<file path="config.mk">
export PLATFORM = sky130hd
export DESIGN_NAME = ivmn_sqrt
export DESIGN_NICKNAME = d
export VERILOG_FILES = /design/src/rtl/core/ivmn_sqrt.sv
export SDC_FILE = /design/constraint.sdc
export NUM_CORES = 2
export LEC_CHECK = 0
export ABC_AREA = 1
export BUFFER_PORTS_ARGS = -buffer_cell sky130_fd_sc_hd__clkbuf_2
export CAP_MARGIN = 20
export CORE_MARGIN = 2
export CORE_UTILIZATION = 50
export DETAILED_ROUTE_END_ITERATION = 10
export PLACE_DENSITY = 0.65
export SKIP_CTS_REPAIR_TIMING = 1
export SYNTH_ARGS = -nofsm -noshare
export SYNTH_HDL_FRONTEND = slang
export SYNTH_SLANG_ARGS = --single-unit
</file>
<file path="constraint.sdc">
create_clock -name clk -period 3.5 [get_ports clk]
set_input_delay 0.7 -clock clk [delete_from_list [all_inputs] [get_ports clk]]
set_output_delay 0.7 -clock clk [all_outputs]
set_load 0.02 [all_outputs]
</file>
<file path="src/rtl/core/ivmn_sqrt.sv">
// Pipelined integer square root, one result bit per stage, rounded to nearest
module ivmn_sqrt #(
  parameter int SW = 34,
  parameter int TW = 4,
  parameter int RW = 17
) (
  input  logic          clk,
  input  logic          rst_n,
  input  logic          adv,
  input  logic          in_vld,
  input  logic [SW-1:0] in_sum,
  input  logic [TW-1:0] in_tag,
  output logic          out_vld,
  output logic [RW-1:0] out_root,
  output logic [TW-1:0] out_tag
);
  localparam int NST = (SW + 1) / 2;
  localparam int PW = 2 * NST;

  logic                 vld_r  [NST];
  logic [PW-1:0]        rem_r  [NST];
  logic [NST-1:0]       root_r [NST];
  logic [PW-1:0]        src_r  [NST-1];
  logic [TW-1:0]        tag_r  [NST];

  for (genvar s = 0; s < NST; s++) begin : g_st
    logic [PW-1:0]  rem_nxt;
    logic [NST-1:0] root_nxt;
    logic [PW-1:0]  trial;
    logic [PW-1:0]  cur;
    logic [PW-1:0]  rem_in;
    logic [NST-1:0] root_in;
    logic [PW-1:0]  src_in;
    logic [TW-1:0]  tag_in;
    logic           vld_in;
    if (s == 0) begin : g_first
      assign rem_in = '0;
      assign root_in = '0;
      assign src_in = PW'(in_sum);
      assign tag_in = in_tag;
      assign vld_in = in_vld;
    end else begin : g_next
      assign rem_in = rem_r[s-1];
      assign root_in = root_r[s-1];
      assign src_in = src_r[s-1];
      assign tag_in = tag_r[s-1];
      assign vld_in = vld_r[s-1];
    end
    always_comb begin
      cur = (rem_in << 2) | PW'(src_in[PW-1 -: 2]);
      trial = (PW'(root_in) << 2) | PW'(1);
      if (cur >= trial) begin
        rem_nxt = cur - trial;
        root_nxt = (root_in << 1) | NST'(1);
      end else begin
        rem_nxt = cur;
        root_nxt = root_in << 1;
      end
    end
    always_ff @(posedge clk) begin
      if (!rst_n) begin
        vld_r[s] <= 1'b0;
      end else if (adv) begin
        vld_r[s] <= vld_in;
      end
      if (adv) begin
        rem_r[s] <= rem_nxt;
        root_r[s] <= root_nxt;
        tag_r[s] <= tag_in;
      end
    end
    if (s < NST - 1) begin : g_src
      always_ff @(posedge clk) begin
        if (adv) begin
          src_r[s] <= src_in << 2;
        end
      end
    end
  end

  logic [NST:0] rnd;
  always_comb begin
    rnd = {1'b0, root_r[NST-1]} + (NST+1)'(rem_r[NST-1] > PW'(root_r[NST-1]));
    out_root = RW'(rnd);
    out_tag = tag_r[NST-1];
    out_vld = vld_r[NST-1];
  end
endmodule

</file>
Word level (Yosys, flattened, before mapping)
Memory sizes are Yosys's and may differ from the RTL's.
Index checks and enable logic that the tools add are counted.

storage, ports and cells
  RAM bits = 1,464
  memories = 5
  input port bits = 42
  word-level logic and storage cells = 130
  register bits = 0
  output and inout port bits = 22

memories
  name    depth  width  read ports  clocked after Yosys merged registers in  write ports  line  source
  rem_r   17     34     17          0                                        17           21    logic [PW-1:0] rem_r [NST];
  src_r   16     32     16          0                                        16           23    logic [PW-1:0] src_r [NST-1];
  root_r  17     17     17          0                                        17           22    logic [NST-1:0] root_r [NST];
  tag_r   17     4      17          0                                        17           24    logic [TW-1:0] tag_r [NST];
  vld_r   17     1      17          0                                        17           20    logic vld_r [NST];

operators by class
  mux-type cells = 56
  order comparisons = 18
  add/subtract/negate cells = 18
  bitwise operators = 33

operators with widths
  operator                                                            number
  two-way mux 34 bit                                                  17
  greater-or-equal comparator 34 x 19 -> 1 bit                        16
  OR 34 x 2 -> 34 bit                                                 16
  subtractor 34 x 19 -> 34 bit                                        16
  two-way mux 1 bit                                                   39
  greater-than comparator 34 x 17 -> 1 bit                            1
  adder 17 x 1 -> 17 bit                                              1
  OR 1 bit                                                            17
  subtractor 2 x 1 -> 3 bit (second input constant)                   1
  greater-or-equal comparator 2 x 1 -> 1 bit (second input constant)  1

Logic depth before layout (Yosys ltp)
  word-level depth = 4
  gate-level depth with buffers = 19
  depth with buffers taken out = 19

Worst setup path before layout
No wires, ideal clock.

  kind = register to output
  from = memory root_r[0][277] (netlist bit)
  to = output out_root[15]
  arrival time = 2.755 ns
  buffers on the path = 0
  stages on the path, launching flop included = 20
  setup slack = 0.045 ns
  data required time = 2.800 ns
  cells stage by stage = edfxtp_1 -> inv_1 -> ha_1 -> nand2_1 -> nor2_1 -> o21ai_0 -> inv_1 -> o21ai_0 -> nand2_1 -> nand2_1 -> a31oi_1 -> ha_1 -> nand2_1 -> nor2_2 -> nand2_1 -> nor3_4 -> nand3b_1 -> nor2_1 -> nand3_1 -> xor2_1

RTL lines
  element          line  source
  start, declared  22
  end, declared    14    output logic [RW-1:0] out_root,

==> flow_metrics.py <==
metrics = {
    "pwr": {
        "power_switching_share": 0.2883,
        "power_frac_comb": 0.173,
        "peakVddDrop_v": 0.0004804,
        "power_frac_seq": 0.469,
        "power_switching_mw": 9.683,
        "p_int_mw": 23.90,
        "clkPwrFrac": 0.358,
        "p_per_area_nw_per_um2": 547.2,
        "leakagePower_nw": 26.00,
    },
    "floorplanning": {
        "io_pins": 64,
        "dieArea_um2": 112600,
        "die_x_um": 335.5,
        "row_count": 121,
        "die_y_um": 335.5,
        "design.core.area_um2": 109000,
        "start_util": 0.5041,
    },
    "global_routing": {
        "grt_pass1_wl_mm": 210.5,
        "grt_pass1_vias": 38550,
        "grtUsageTotal": 0.2385,
        "antenna_found_initial": 0,
        "overflow": 0,
        "grt_max_degree": 111,
    },
    "routing": {
        "firstDrtPassIters": 8,
        "routedWlPerCell_um": 17.43,
        "vias": 40550,
        "vias_per_cell": 5.216,
        "ant_nets": 0,
        "remaining_drc_errors": 0,
        "wl_mm": 135.5,
        "dr.first_iter.drc_count": 2880,
    },
    "yosys": {
        "synth_fp_nets": 6299,
        "synth_edf_count": 1008,
        "yosysTopAreaCell": "edfxtp_1",
        "synth_top_area_share": 0.5508,
        "async_flop_share": 0,
        "syn_area_um2": 54950,
        "ys_types": 59,
        "synth_cells": 6065,
        "synth_area_leaders": "edfxtp_1, nand2_1, inv_1",
        "synth_seq_cells": 1009,
        "syn_area_per_cell_um2": 9.060,
        "yosys_warnings": 0,
        "ys_seq_area_frac": 0.5512,
        "synth_top_flop_cell": "edfxtp_1",
    },
    "run_status": {
        "violations": "negative setup slack",
        "status": "complete, but fails checks",
    },
    "sta": {
        "worst_slack_ns": -0.8861,
        "fin_skew_ns": 0.04340,
        "min_period_over_period": 1.253,
        "relSlewSlack": 0.5344,
        "finalSetupTns_ns": -10.39,
        "finalSetupViolCount": 16,
        "max_freq_ghz": 0.2280,
        "fin_crit_ns": 4.386,
        "rsz0062_at_grt": "true",
        "worst_pin_slew_ns": 0.6930,
        "finalHoldViolations": 0,
        "maxSlewViolCount": 0,
    },
    "run": {
        "drv_cap": 0,
    },
    "layout": {
        "fin_cells": 7774,
        "n_antenna_cell": 0,
        "nets": 6502,
        "syn_to_final_growth_pct": 11.70,
        "finish.utilization": 0.5631,
        "layout-drive-gt1-share": 0.08223,
    },
    "clock_tree": {
        "cts_max_level": 3,
        "numCtsBuffers": 104,
        "clk_latency_ns": 0.71,
        "clk_path_buf_depth": 3,
        "clock-sinks": 1009,
        "clkTransAtPathRegs_ns": 0.06,
        "clockRootBuffer": "clkbuf_16",
        "cts_tree": "yes",
    },
    "placed_design": {
        "dp.cells": 7564,
        "io_buffers": 63,
        "gp_congestion": 0.9246,
        "dp_hpwl_mm": 104.9,
    },
    "worst_setup_path": {
        "path_max_fanout": 3,
        "crit_arrival_ns": 3.69,
        "critical_path_class": "flip-flop to primary output",
        "worstPathRequired_ns": 2.80,
        "endpoint_kind": "primary output",
        "start_kind": "flip-flop",
    },
    "hold_path": {
        "hold_class": "input port to flip-flop",
    },
}
## power by group through the flow
stage                     combinational (mW)  sequential [mW]  clock, mW
after CTS                               5.78             15.7       12.3
after floorplan                         4.09             15.5          0
after global placement                  5.70             16.0          0
after detailed placement                5.74             16.0          0
after global routing                    6.60             15.8       12.7
final                                   5.83             15.7       12.0
## sequential cells by signal, indices dropped and copies added, names as in the netlist
name and flops:
rem_r 499, src_r 272, root_r 153, tag_r 68
vld_r 17
## logic make-up (layout without fill, tap and decap cells)
| kind of cell | Yosys count | after routing | share of synthesized area |
|---|---|---|---|
| DFF | 1009 | 1009 | 0.5512 |
| other | 1 | 1 | 0.00006824 |
| xor gates and xnor gates | 229 | 229 | 0.03650 |
| and+or+nand+nor | 3048 | 3048 | 0.2359 |
| buffers and inverters | 1001 | 1296 | 0.07368 |
| adders and majority gates | 192 | 192 | 0.04372 |
| AOI/OAI and AO/OA | 585 | 585 | 0.05895 |
## area by class of cell
cell class              count  area [um^2]
clock buffers             114         2640
clock inverters            84         1121
fillers                  9752        47620
inverters                 945         3560
multi-input cells        4055        20820
flip-flops and latches   1009        30290
well taps                1414         1769
repair buffers            153         1186
## stage by stage
stage | total power, mW | hold WS (ns) | setup WS, ns | instance area, um^2
final | 33.59 | 0.1676 | -0.8861 | 61380
after floorplan | 19.59 | 0.4003 | 0.04468 | 54950
after detailed placement | 21.73 | 0.4045 | -0.1207 | 57240
after global placement | 21.68 | 0.4004 | -0.1145 | 57240
after global routing | 35.19 | 0.1419 | -1.155 | 61380
after CTS | 33.85 | 0.1159 | -0.9590 | 61000
## cells in the final DEF, fill, tap and decap left out, types with 28 or more instances in the layout
cell type / synthesis / layout
clkbuf_16: 0 / 104
clkbuf_2: 0 / 46
nand3b_1: 53 / 53
xnor2_1: 70 / 70
nor4_1: 31 / 31
a21oi_2: 27 / 29
xor2_1: 159 / 159
nand4_1: 101 / 101
o21ai_2: 29 / 30
or2_2: 28 / 28
inv_1: 930 / 922
edfxtp_1: 1008 / 1008
nand2_1: 1623 / 1616
o21ai_0: 171 / 167
a21oi_1: 306 / 304
nand2_2: 21 / 28
nor2_1: 683 / 675
ha_1: 192 / 185
buf_4: 11 / 86
nand3_1: 310 / 305
nor3_1: 136 / 135
## per-layer routing
metal  vias to the layer above  global-route usage  wire, um
li1                      20490                   -         -
met1                     18990              0.3098     58930
met2                       878              0.4227     67840
met3                       190             0.02784      5748
met4                         0             0.06221      2982
met5                         -                   0         0
## Yosys cell counts (all sizes together) (2+ instances only)
library cell  number
and3               2
o21a               6
o21ai            213
o211ai             2
xnor2             70
ha               192
buf               53
nor2             700
nand4            101
nand3b            54
a22oi              2
nor4              31
nor3b             10
a21boi             6
a31oi              5
and2               6
edfxtp          1008
xor2             159
a21o               6
or2               33
inv              945
nor2b              2
nand3            321
nand2           1646
a21oi            333
o2111ai            2
o21bai             6
nor3             142
clkbuf             3
## path summary, 6_finish.rpt
kind	start	end	slack [ns]	cells past startpoint
worst max register to register	root_r[0][103]	rem_r[0][243]	0.66	11
worst min-delay path	in_sum[24]	src_r[0][24]	0.17	1
worst max-delay path	root_r[0][275]	out_root[16]	-0.89	21
worst min register to register	tag_r[0][23]	tag_r[0][27]	0.39	0
## worst max-delay path, cell delays in order, from the launching register on
cell,delay (ns)
edfxtp_1,0.37
inv_2,0.07
ha_4,0.27
nand2_2,0.05
nor2_2,0.11
o21ai_1,0.07
inv_1,0.05
o21ai_1,0.05
nand2_1,0.07
nand2_1,0.06
a31oi_2,0.18
buf_4,0.18
ha_4,0.15
nand2_2,0.05
nor2_2,0.13
nand2_2,0.09
nor3_4,0.24
nand2_2,0.11
nor3_4,0.24
nand3_2,0.11
xor2_1,0.18
buf_4,0.17
Note: power is estimated with default switching activity, not from simulation.
