--- config.mk ---
export PLATFORM = sky130hd
export DESIGN_NAME = ivmn_div
export DESIGN_NICKNAME = d
export VERILOG_FILES = /design/src/rtl/core/ivmn_pkg.sv /design/src/rtl/core/ivmn_div.sv
export SDC_FILE = /design/constraint.sdc
export NUM_CORES = 1
export LEC_CHECK = 0
export BUFFER_PORTS_ARGS = -buffer_cell sky130_fd_sc_hd__buf_4
export CAP_MARGIN = 15
export CORE_MARGIN = 1.5
export CORE_UTILIZATION = 50
export DETAILED_ROUTE_END_ITERATION = 7
export GPL_ROUTABILITY_DRIVEN = 0
export GPL_TIMING_DRIVEN = 1
export PLACE_DENSITY = 0.86
export SYNTH_ARGS = -nofsm -noshare
export SYNTH_HDL_FRONTEND = slang
export SYNTH_SLANG_ARGS = --single-unit
export TNS_END_PERCENT = 1
--- constraint.sdc ---
create_clock -name clk -period 2.6 [get_ports clk]
set_clock_uncertainty 0.2 [all_clocks]
set_input_delay 0.39 -clock clk [delete_from_list [all_inputs] [get_ports clk]]
set_output_delay 0.39 -clock clk [all_outputs]
set_load 0.01 [all_outputs]
--- src/rtl/core/ivmn_pkg.sv ---
// Package: widths and helpers for the vector magnitude/normalize unit
package ivmn_pkg;
  localparam int COMP_WIDTH_DEF = 16;
  localparam int MAG_W = 17;
  localparam int NORM_W = 2;
  localparam int NUM_COMPS = 4;

  typedef struct packed {
    logic valid;
    logic stall;
  } pipe_ctl_t;
endpackage

--- src/rtl/core/ivmn_div.sv ---
// Rounded quotient of a magnitude-bounded component, result in -1..1
module ivmn_div #(
  parameter int AW = 16,
  parameter int MW = 17
) (
  input  logic              clk,
  input  logic              adv,
  input  logic [AW-1:0]     a,
  input  logic              neg,
  input  logic [MW-1:0]     mag,
  output logic [ivmn_pkg::NORM_W-1:0] q
);
  logic [MW+1:0] a2_r;
  logic [MW+1:0] m_r;
  logic          neg_r;
  logic          one;
  always_ff @(posedge clk) begin
    if (adv) begin
      a2_r <= (MW+2)'(a) << 1;
      m_r <= (MW+2)'(mag);
      neg_r <= neg;
    end
  end
  // 2a+m >= 2m  <=>  2a >= m; a <= m so quotient <= 1
  always_comb begin
    one = (m_r != '0) && (a2_r >= m_r);
    if (!one) q = '0;
    else if (neg_r) q = '1;
    else q = ivmn_pkg::NORM_W'(1);
  end
endmodule

### After elaboration in Yosys (flattened, before gate mapping)

Cells that the tools add are included.

| operators by class | value |
|---|---|
| magnitude comparators | 1 |
| muxes and demuxes | 2 |
| reductions and logical operators | 2 |

Operator list:

| kind | number |
|---|---|
| $reduce_bool A19 Y1 | 1 |
| $ge A17 B17 Y1 | 1 |
| $mux W2 | 2 |
| $logic_and A1 B1 Y1 | 1 |

| word-level totals | value |
|---|---|
| flip-flop bits (word level) | 34 |
| input port bits | 36 |
| output and inout bits | 2 |
| logic and storage cells | 8 |

### Logic depth before layout (Yosys ltp)

Gate-level depths: netlist (run 1).

| logic depth | value |
|---|---|
| word-level depth | 3 |
| mapped depth | 8 |
| depth with buffers taken out | 7 |

### Least setup slack after synthesis (run 1)

Ideal clock, no wire load.

| timing path | value |
|---|---|
| path kind | register to output |
| from | register a2_r[1] |
| to | output port q[0] (netlist bit) |
| arrival | 1.476 ns |
| data required time | 2.010 ns |
| slack | 0.534 ns |
| cell stages (with the launch flop) | 8 |
| path buffers | 1 |
| cells stage by stage | edfxtp_1 -> ha_1 -> nor2b_1 -> o21ai_0 -> a221oi_1 -> o21ai_0 -> a21boi_0 -> buf_4 |

| on the way | value |
|---|---|
| cells in the longest elaborated chain, start to end | 3 |

Ends and longest elaborated chain:

| element | line | source |
|---|---|---|
| start, declared | ivmn_div.sv:13 | `logic [MW+1:0] a2_r;` |
| start signal, assigned | ivmn_div.sv:19 | `a2_r <= (MW+2)'(a) << 1;` |
| $ge A17 B17 Y1 | ivmn_div.sv:26 | `one = (m_r != '0) && (a2_r >= m_r);` |
| $logic_and A1 B1 Y1 | ivmn_div.sv:26 |  |
| net one | ivmn_div.sv:16 | `logic one;` |
| $mux W2 | ivmn_div.sv:27 | `if (!one) q = '0;` |
| end, declared | ivmn_div.sv:11 | `output logic [ivmn_pkg::NORM_W-1:0] q` |

The timed path passes the listed nets, and every way through them passes these cells.

### Worst setup path after layout (run 1)

| timing path | value |
|---|---|
| from | register m_r[5] |
| to | output port q[0] (netlist bit) |

| on the way | value |
|---|---|
| cells in the longest elaborated chain, start to end | 3 |
| elaborated cells on any way between the ends | 4 |
| classes of those cells | order compare: 1; mux: 1; reduce/logical: 2 |

Ends and longest elaborated chain:

| element | line | source |
|---|---|---|
| start, declared | ivmn_div.sv:14 | `logic [MW+1:0] m_r;` |
| start signal, assigned | ivmn_div.sv:20 | `m_r <= (MW+2)'(mag);` |
| $ge A17 B17 Y1 or $reduce_bool A19 Y1 (tied branches) | ivmn_div.sv:26 |  |
| $logic_and A1 B1 Y1 (*) | ivmn_div.sv:26 |  |
| $mux W2 (*) | ivmn_div.sv:27 |  |

Mark *: on every way between the ends. The rest lies on a longest branch, timed or not.

==> results of run 1 <==
-- kinds of logic (layout without fill, tap and decap cells) --
| family | count (synthesis) | after routing | share of synthesized area, % |
|---|---|---|---|
| AOI/OAI and AO/OA | 15 | 15 | 6.05 |
| DFF | 34 | 34 | 69.6 |
| buffers and inverters | 18 | 62 | 4.86 |
| adders and majority gates | 16 | 16 | 13.6 |
| and+or+nand+nor | 16 | 16 | 5.88 |
-- cell type report --
type	count	area (sq um)	area share, %
clock buffer	5	37.5	2.02
clock inverter	3	16.3	0.874
inverter	17	63.8	3.43
multi-input combinational	47	405	21.8
sequential	34	1020	54.9
tap	31	38.8	2.08
timing repair buffer	37	278	14.9
-- cells in the final DEF (no fill, tap or decap) --
cell,instances
clkbuf_4,5
clkinvlp_4,1
o21ai_0,2
nand4_1,4
edfxtp_1,34
or4_1,1
o21ai_1,2
nor4_2,1
nand3_1,2
a21boi_1,1
a21o_1,1
nor2_1,2
nor2b_4,1
buf_4,37
a211oi_2,2
ha_1,16
a221oi_2,1
nor4_1,2
clkinv_2,1
clkinv_1,1
inv_1,17
a21oi_1,6
nand2_1,3
-- state kept, by name (all words and copies together), names as in the netlist --
signal and count:
a2_r 16, neg_r 1, m_r 17
-- routing by layer --
metal | up-vias | routed length, microns
met5 | - | 0
met4 | 0 | 61
met3 | 9 | 138
met2 | 27 | 1530
met1 | 423 | 949
li1 | 452 | -
-- per-stage QoR --
step | total power [uW] | instance area, sq um | setup TNS (ns) | util, % | hold slack (ns)
5_1_grt | 1150 | 1860 | -0.267 | 66.9 | 0.00142
3_3_place_gp | 813 | 1780 | 0 | 63.9 | 0.368
4_1_cts | 1100 | 1830 | 0 | 65.8 | 0.00929
2_1_floorplan | 746 | 1470 | 0 | - | 0.289
3_5_place_dp | 827 | 1780 | 0 | 63.9 | 0.369
6_report | 1110 | 1860 | 0 | 66.9 | 0.0106
-- worst paths after layout --
path,start,to,slack (ns),depth (start not counted)
max,m_r[5],q[0],0.02,5
min,a[12],a2_r[13],0.01,1
-- power groups by stage --
stage	clock (uW)	sequential [uW]	combinational [uW]
after detailed placement	0	684	143
after CTS	285	671	146
final	279	672	155
after global placement	0	682	131
after floorplan	0	677	69.3
after global routing	305	676	173
-- timing repair --
item                                    CTS  global route
buffers inserted                          0             0
hold endpoints to repair                  0             0
pin swaps                                 2             3
endpoints found under the setup margin    2             2
resized for setup                         2             6
==> metrics, run 1 <==
hold_buf cts=0; CP Max Fanout=2; post-synthesis cell type count=17; CTS tree=built; Critical Path AT=1.99 ns; Maximum Capacitance Violations=0; Hold Path Class=input pin to flop; Switching Fraction=24.5%; relative slew slack=a little under three quarters; I/O Buffers=37; Main synth FF type=edfxtp_1; number of flops mapped to enable cells by yosys=34; fill count=196; Critical Path RT=2.01 ns; DRT antenna net count=0; M3 GR Usage=6.35%; vias post-DR=911; post-layout min period=2.58 ns; num rows=19; Initial Util=52.8%; count of state elements after synthesis=34; largest net degree at the start of global routing=35; fraction of layout cells with a size suffix above 1=between 30% and 40%; slowest stage cell, crit path=or4_1; RSZ-0062 raised after global routing=yes; Nets=194; Sink Count=34; clock network fraction of design power=25.2%; drt pass-1 iters=4; Int Power=835 uW; number of antenna violations at the first check in global routing=0; Comb power frac=14.0%; Critical Path End Type=output pin; synthesized instance count=99; first-pass GRT wire length=about 4200 microns; Place WS=0.307 ns; fin cells=174; Die Wd=57.2 microns; Total Wirelength=2680 microns; pwr dens=595 nW/um^2; cell with the most instances after synthesis=edfxtp_1; WL/cell=15.4 microns; number of global-route vias before repair=950; Total Routing Usage GR=17.7%; top post-synthesis cells by count=edfxtp_1, inv_1, ha_1, a21oi_1; Syn Nets=151; final hold vios=0; Longest Clk Path Bufs=2; Placed Cells incl. Taps=approximately 170; Leakage=0.000810 uW; Flop pwr share=60.7%; Final Max Slew Viols=0; CORE AREA=2780 sq um; Mapped Avg Cell Area=14.8 sq um; crit start category=flop; top cell type's share of synthesized area=69.6%; height of the chip=57.2 microns; period utilization=99.1%; WP buf/inv=1; I/O pins=38; Seq/Total Area, Yosys=69.6%; Yosys warning count=0; drt drc=0; Setup CP Type=flop to output pin; first-iteration detailed-routing DRC count=22; Final setup viols=0; fraction of registers with async set/reset=0%; setup ws final=~0.024 ns; CTS clock-pin slew for the worst setup and hold paths=approximately 0.11 ns; delay-heaviest family, CP=simple AND/OR/NAND/NOR gates; synth top area cells=edfxtp_1, ha_1, inv_1, a21oi_1, nand4_1; P_sw=271 uW; met1 Use GR=19.1%; Max VDD drop=390 uV; most used routing layer=met2; P&R area growth vs syn=26.8%; CP Cell Sequence=nor4_1, nand4_1, or4_1, a21boi_1, buf_4; synthesized cell area=1470 sq um; Antenna Cells=0; Num CTS Buffers=5; clk root buf=clkbuf_4; vias per inst=5.24; H-Tree Depth=2; CP max stage delay=0.43 ns; M2 GR Usage=~32%; Yosys top cell by area=edfxtp_1; total grt overflow=0; fmax=about 0.39 GHz; status=completed; Tightest Pin Transition=0.427 ns; full die area=around 3300 sq um
No activity file was read; power rests on OpenSTA's default activity.
==> run 2: changes to the inputs <==
- RECOVER_POWER: default -> 25
==> run 2 against run 1 <==
Net effect: hold slack better by 0.011 ns; highest routed layer unchanged; global-route usage stayed put; clock-buffer cell count stayed put; first-iteration DRC count is 14% higher; cell area stayed put; core utilization stayed put; combinational power hardly changed; largest power group unchanged; flip-flop and latch count stayed put; cell count stayed put.
==> metrics, run 2 (synthesis results as in run 1) <==
status=completed; Sum Neg Setup Slack=0 ns (unchanged); Die Wd=57.2 microns (unchanged); Tightest Pin Transition=0.433 ns (+0.00578 ns); RSZ-0062 raised after global routing=yes; post-route cell area=1860 sq um (unchanged); max reg flops=17 (unchanged); Hold Path Origin=a[11]; vias per inst=5.22 (-0.33%); relative slew slack=71.1% (-0.39 points); DRT antenna net count=0 (unchanged); period utilization=99.2% (+0.10 points); delay-heaviest family, CP=simple AND/OR/NAND/NOR gates; Final Max Slew Viols=0 (unchanged); Longest Clk Path Bufs=2 (unchanged); largest net degree at the start of global routing=35 (unchanged); I/O pins=38 (unchanged); CP Max Fanout=2 (unchanged); crit start category=flop; Maximum Capacitance Violations=0 (unchanged); number of global-route vias before repair=950 (unchanged); first-iteration detailed-routing DRC count=25 (+14%); Total Wirelength=2690 microns (+0.26%); pwr dens=593 nW/um^2 (-0.19%); Multi-input gate area=405 sq um (unchanged); num rows=19 (unchanged); WL/cell=15.4 microns (+0.26%); Critical Path End Type=output pin; P&R area growth vs syn=26.8% (unchanged); H-Tree Depth=2 (unchanged); fill count=196 (unchanged); Critical Path AT=1.99 ns (about the same); Max VDD drop=384 uV (-1.5%); fmax=0.388 GHz (-0.10%); CTS tree=built; Antenna Cells=0 (unchanged); CP max stage delay=0.43 ns (about the same); Num CTS Buffers=5 (unchanged); slowest stage cell, crit path=or4_1; I/O Buffers=37 (unchanged); WP buf/inv=1 (unchanged); Hold Slack=0.0219 ns (+0.0113 ns); clk root buf=clkbuf_4; Sink Count=34 (unchanged); drt drc=0 (unchanged); Total Routing Usage GR=17.7% (unchanged); commonest non-fill, non-tap cell in the layout=edfxtp_1; drt pass-1 iters=4 (unchanged); CORE AREA=2780 sq um (unchanged); vias post-DR=908 (-0.33%); register area=1020 sq um (unchanged); Post-DP Area=1780 sq um (unchanged); post-layout min period=2.58 ns (+0.00265 ns); Initial Util=52.8% (unchanged); CP Cell Sequence=nor4_1, nand4_1, or4_1, a21boi_1, buf_4; hold endpoint=a2_r[12]; Final setup viols=0 (unchanged); Nets=194 (unchanged); Critical Path RT=2.01 ns (about the same); Top reg by flops=m_r; Worst Hold Path Cells=1 (unchanged); Leakage=0.000807 uW (-0.43%); final hold vios=0 (unchanged); fraction of layout cells with a size suffix above 1=34.3% (unchanged); Setup CP Type=flop to output pin; first-pass GRT wire length=4150 microns (unchanged); number of antenna violations at the first check in global routing=0 (unchanged); biggest regs=m_r: 17 flops, a2_r: 16 flops, neg_r: 1 flops; commonest cells after routing, fill and taps aside=edfxtp_1, clkbuf_4, buf_4, inv_1, ha_1; total grt overflow=0 (unchanged); height of the chip=57.2 microns (unchanged); Hold Path Class=input pin to flop; CTS clock-pin slew for the worst setup and hold paths=0.10 ns (about the same); full die area=3270 sq um (unchanged)
-- run 2: per-layer routing --
metal  vias to the layer above  global-route usage [%]  part of all wire [%]
li1                        452                       -                     -
met1                       417                    19.1                    37
met2                        30                    32.0                    56
met3                         9                    6.35                   5.1
met4                         0                    5.98                   2.3
met5                         -                       0                     0
-- run 2: how the worst max path moves through the flow --
| stage | from | end | cells past startpoint | slack [ns] |
|---|---|---|---|---|
| 6_report | m_r[5] | q[0] | 5 | 0.02 |
| 4_1_cts | m_r[1] | q[1] | 8 | 0.01 |
| 3_3_place_gp | m_r[4] | q[0] | 7 | 0.42 |
| 5_1_grt | m_r[5] | q[0] | 5 | -0.14 |
| 2_1_floorplan | a2_r[1] | q[0] | 7 | 0.53 |
| 3_5_place_dp | a2_r[1] | q[0] | 7 | 0.31 |
-- run 2: area by class of cell --
type | count | share of cell area [%]
inverter | 17 | 3.43
multi-input combinational | 47 | 21.8
clock buffer | 5 | 2.02
sequential | 34 | 54.9
clock inverter | 3 | 0.874
tap | 31 | 2.08
timing repair buffer | 37 | 14.9
-- run 2: power breakdown --
part	total (uW)	internal (uW)	leakage [uW]	switching, uW
clock network	278	100	0.0000286	178
registers	672	652	0.000333	20.2
logic	154	81.4	0.000445	72.7
-- run 2: stage by stage --
step / worst slack (ns) / util (%) / cells / power (uW)
6_report: 0.0215 / 66.9 / 174 / 1100
5_1_grt: -0.136 / 66.9 / 174 / 1150
4_1_cts: 0.0120 / 65.8 / 174 / 1100
3_5_place_dp: 0.307 / 63.9 / 166 / 827
3_3_place_gp: 0.418 / 63.9 / 166 / 813
2_1_floorplan: 0.534 / - / 99 / 746
-- run 2: what timing repair did --
| item | 4_1_cts | 5_1_grt |
|---|---|---|
| endpoints found under the setup margin | 2 | 2 |
| buffers inserted | 0 | 0 |
| gates resized for setup | 2 | 6 |
| pin swaps | 2 | 3 |
| cloned | 0 | 0 |
| hold buffers | 0 | 0 |
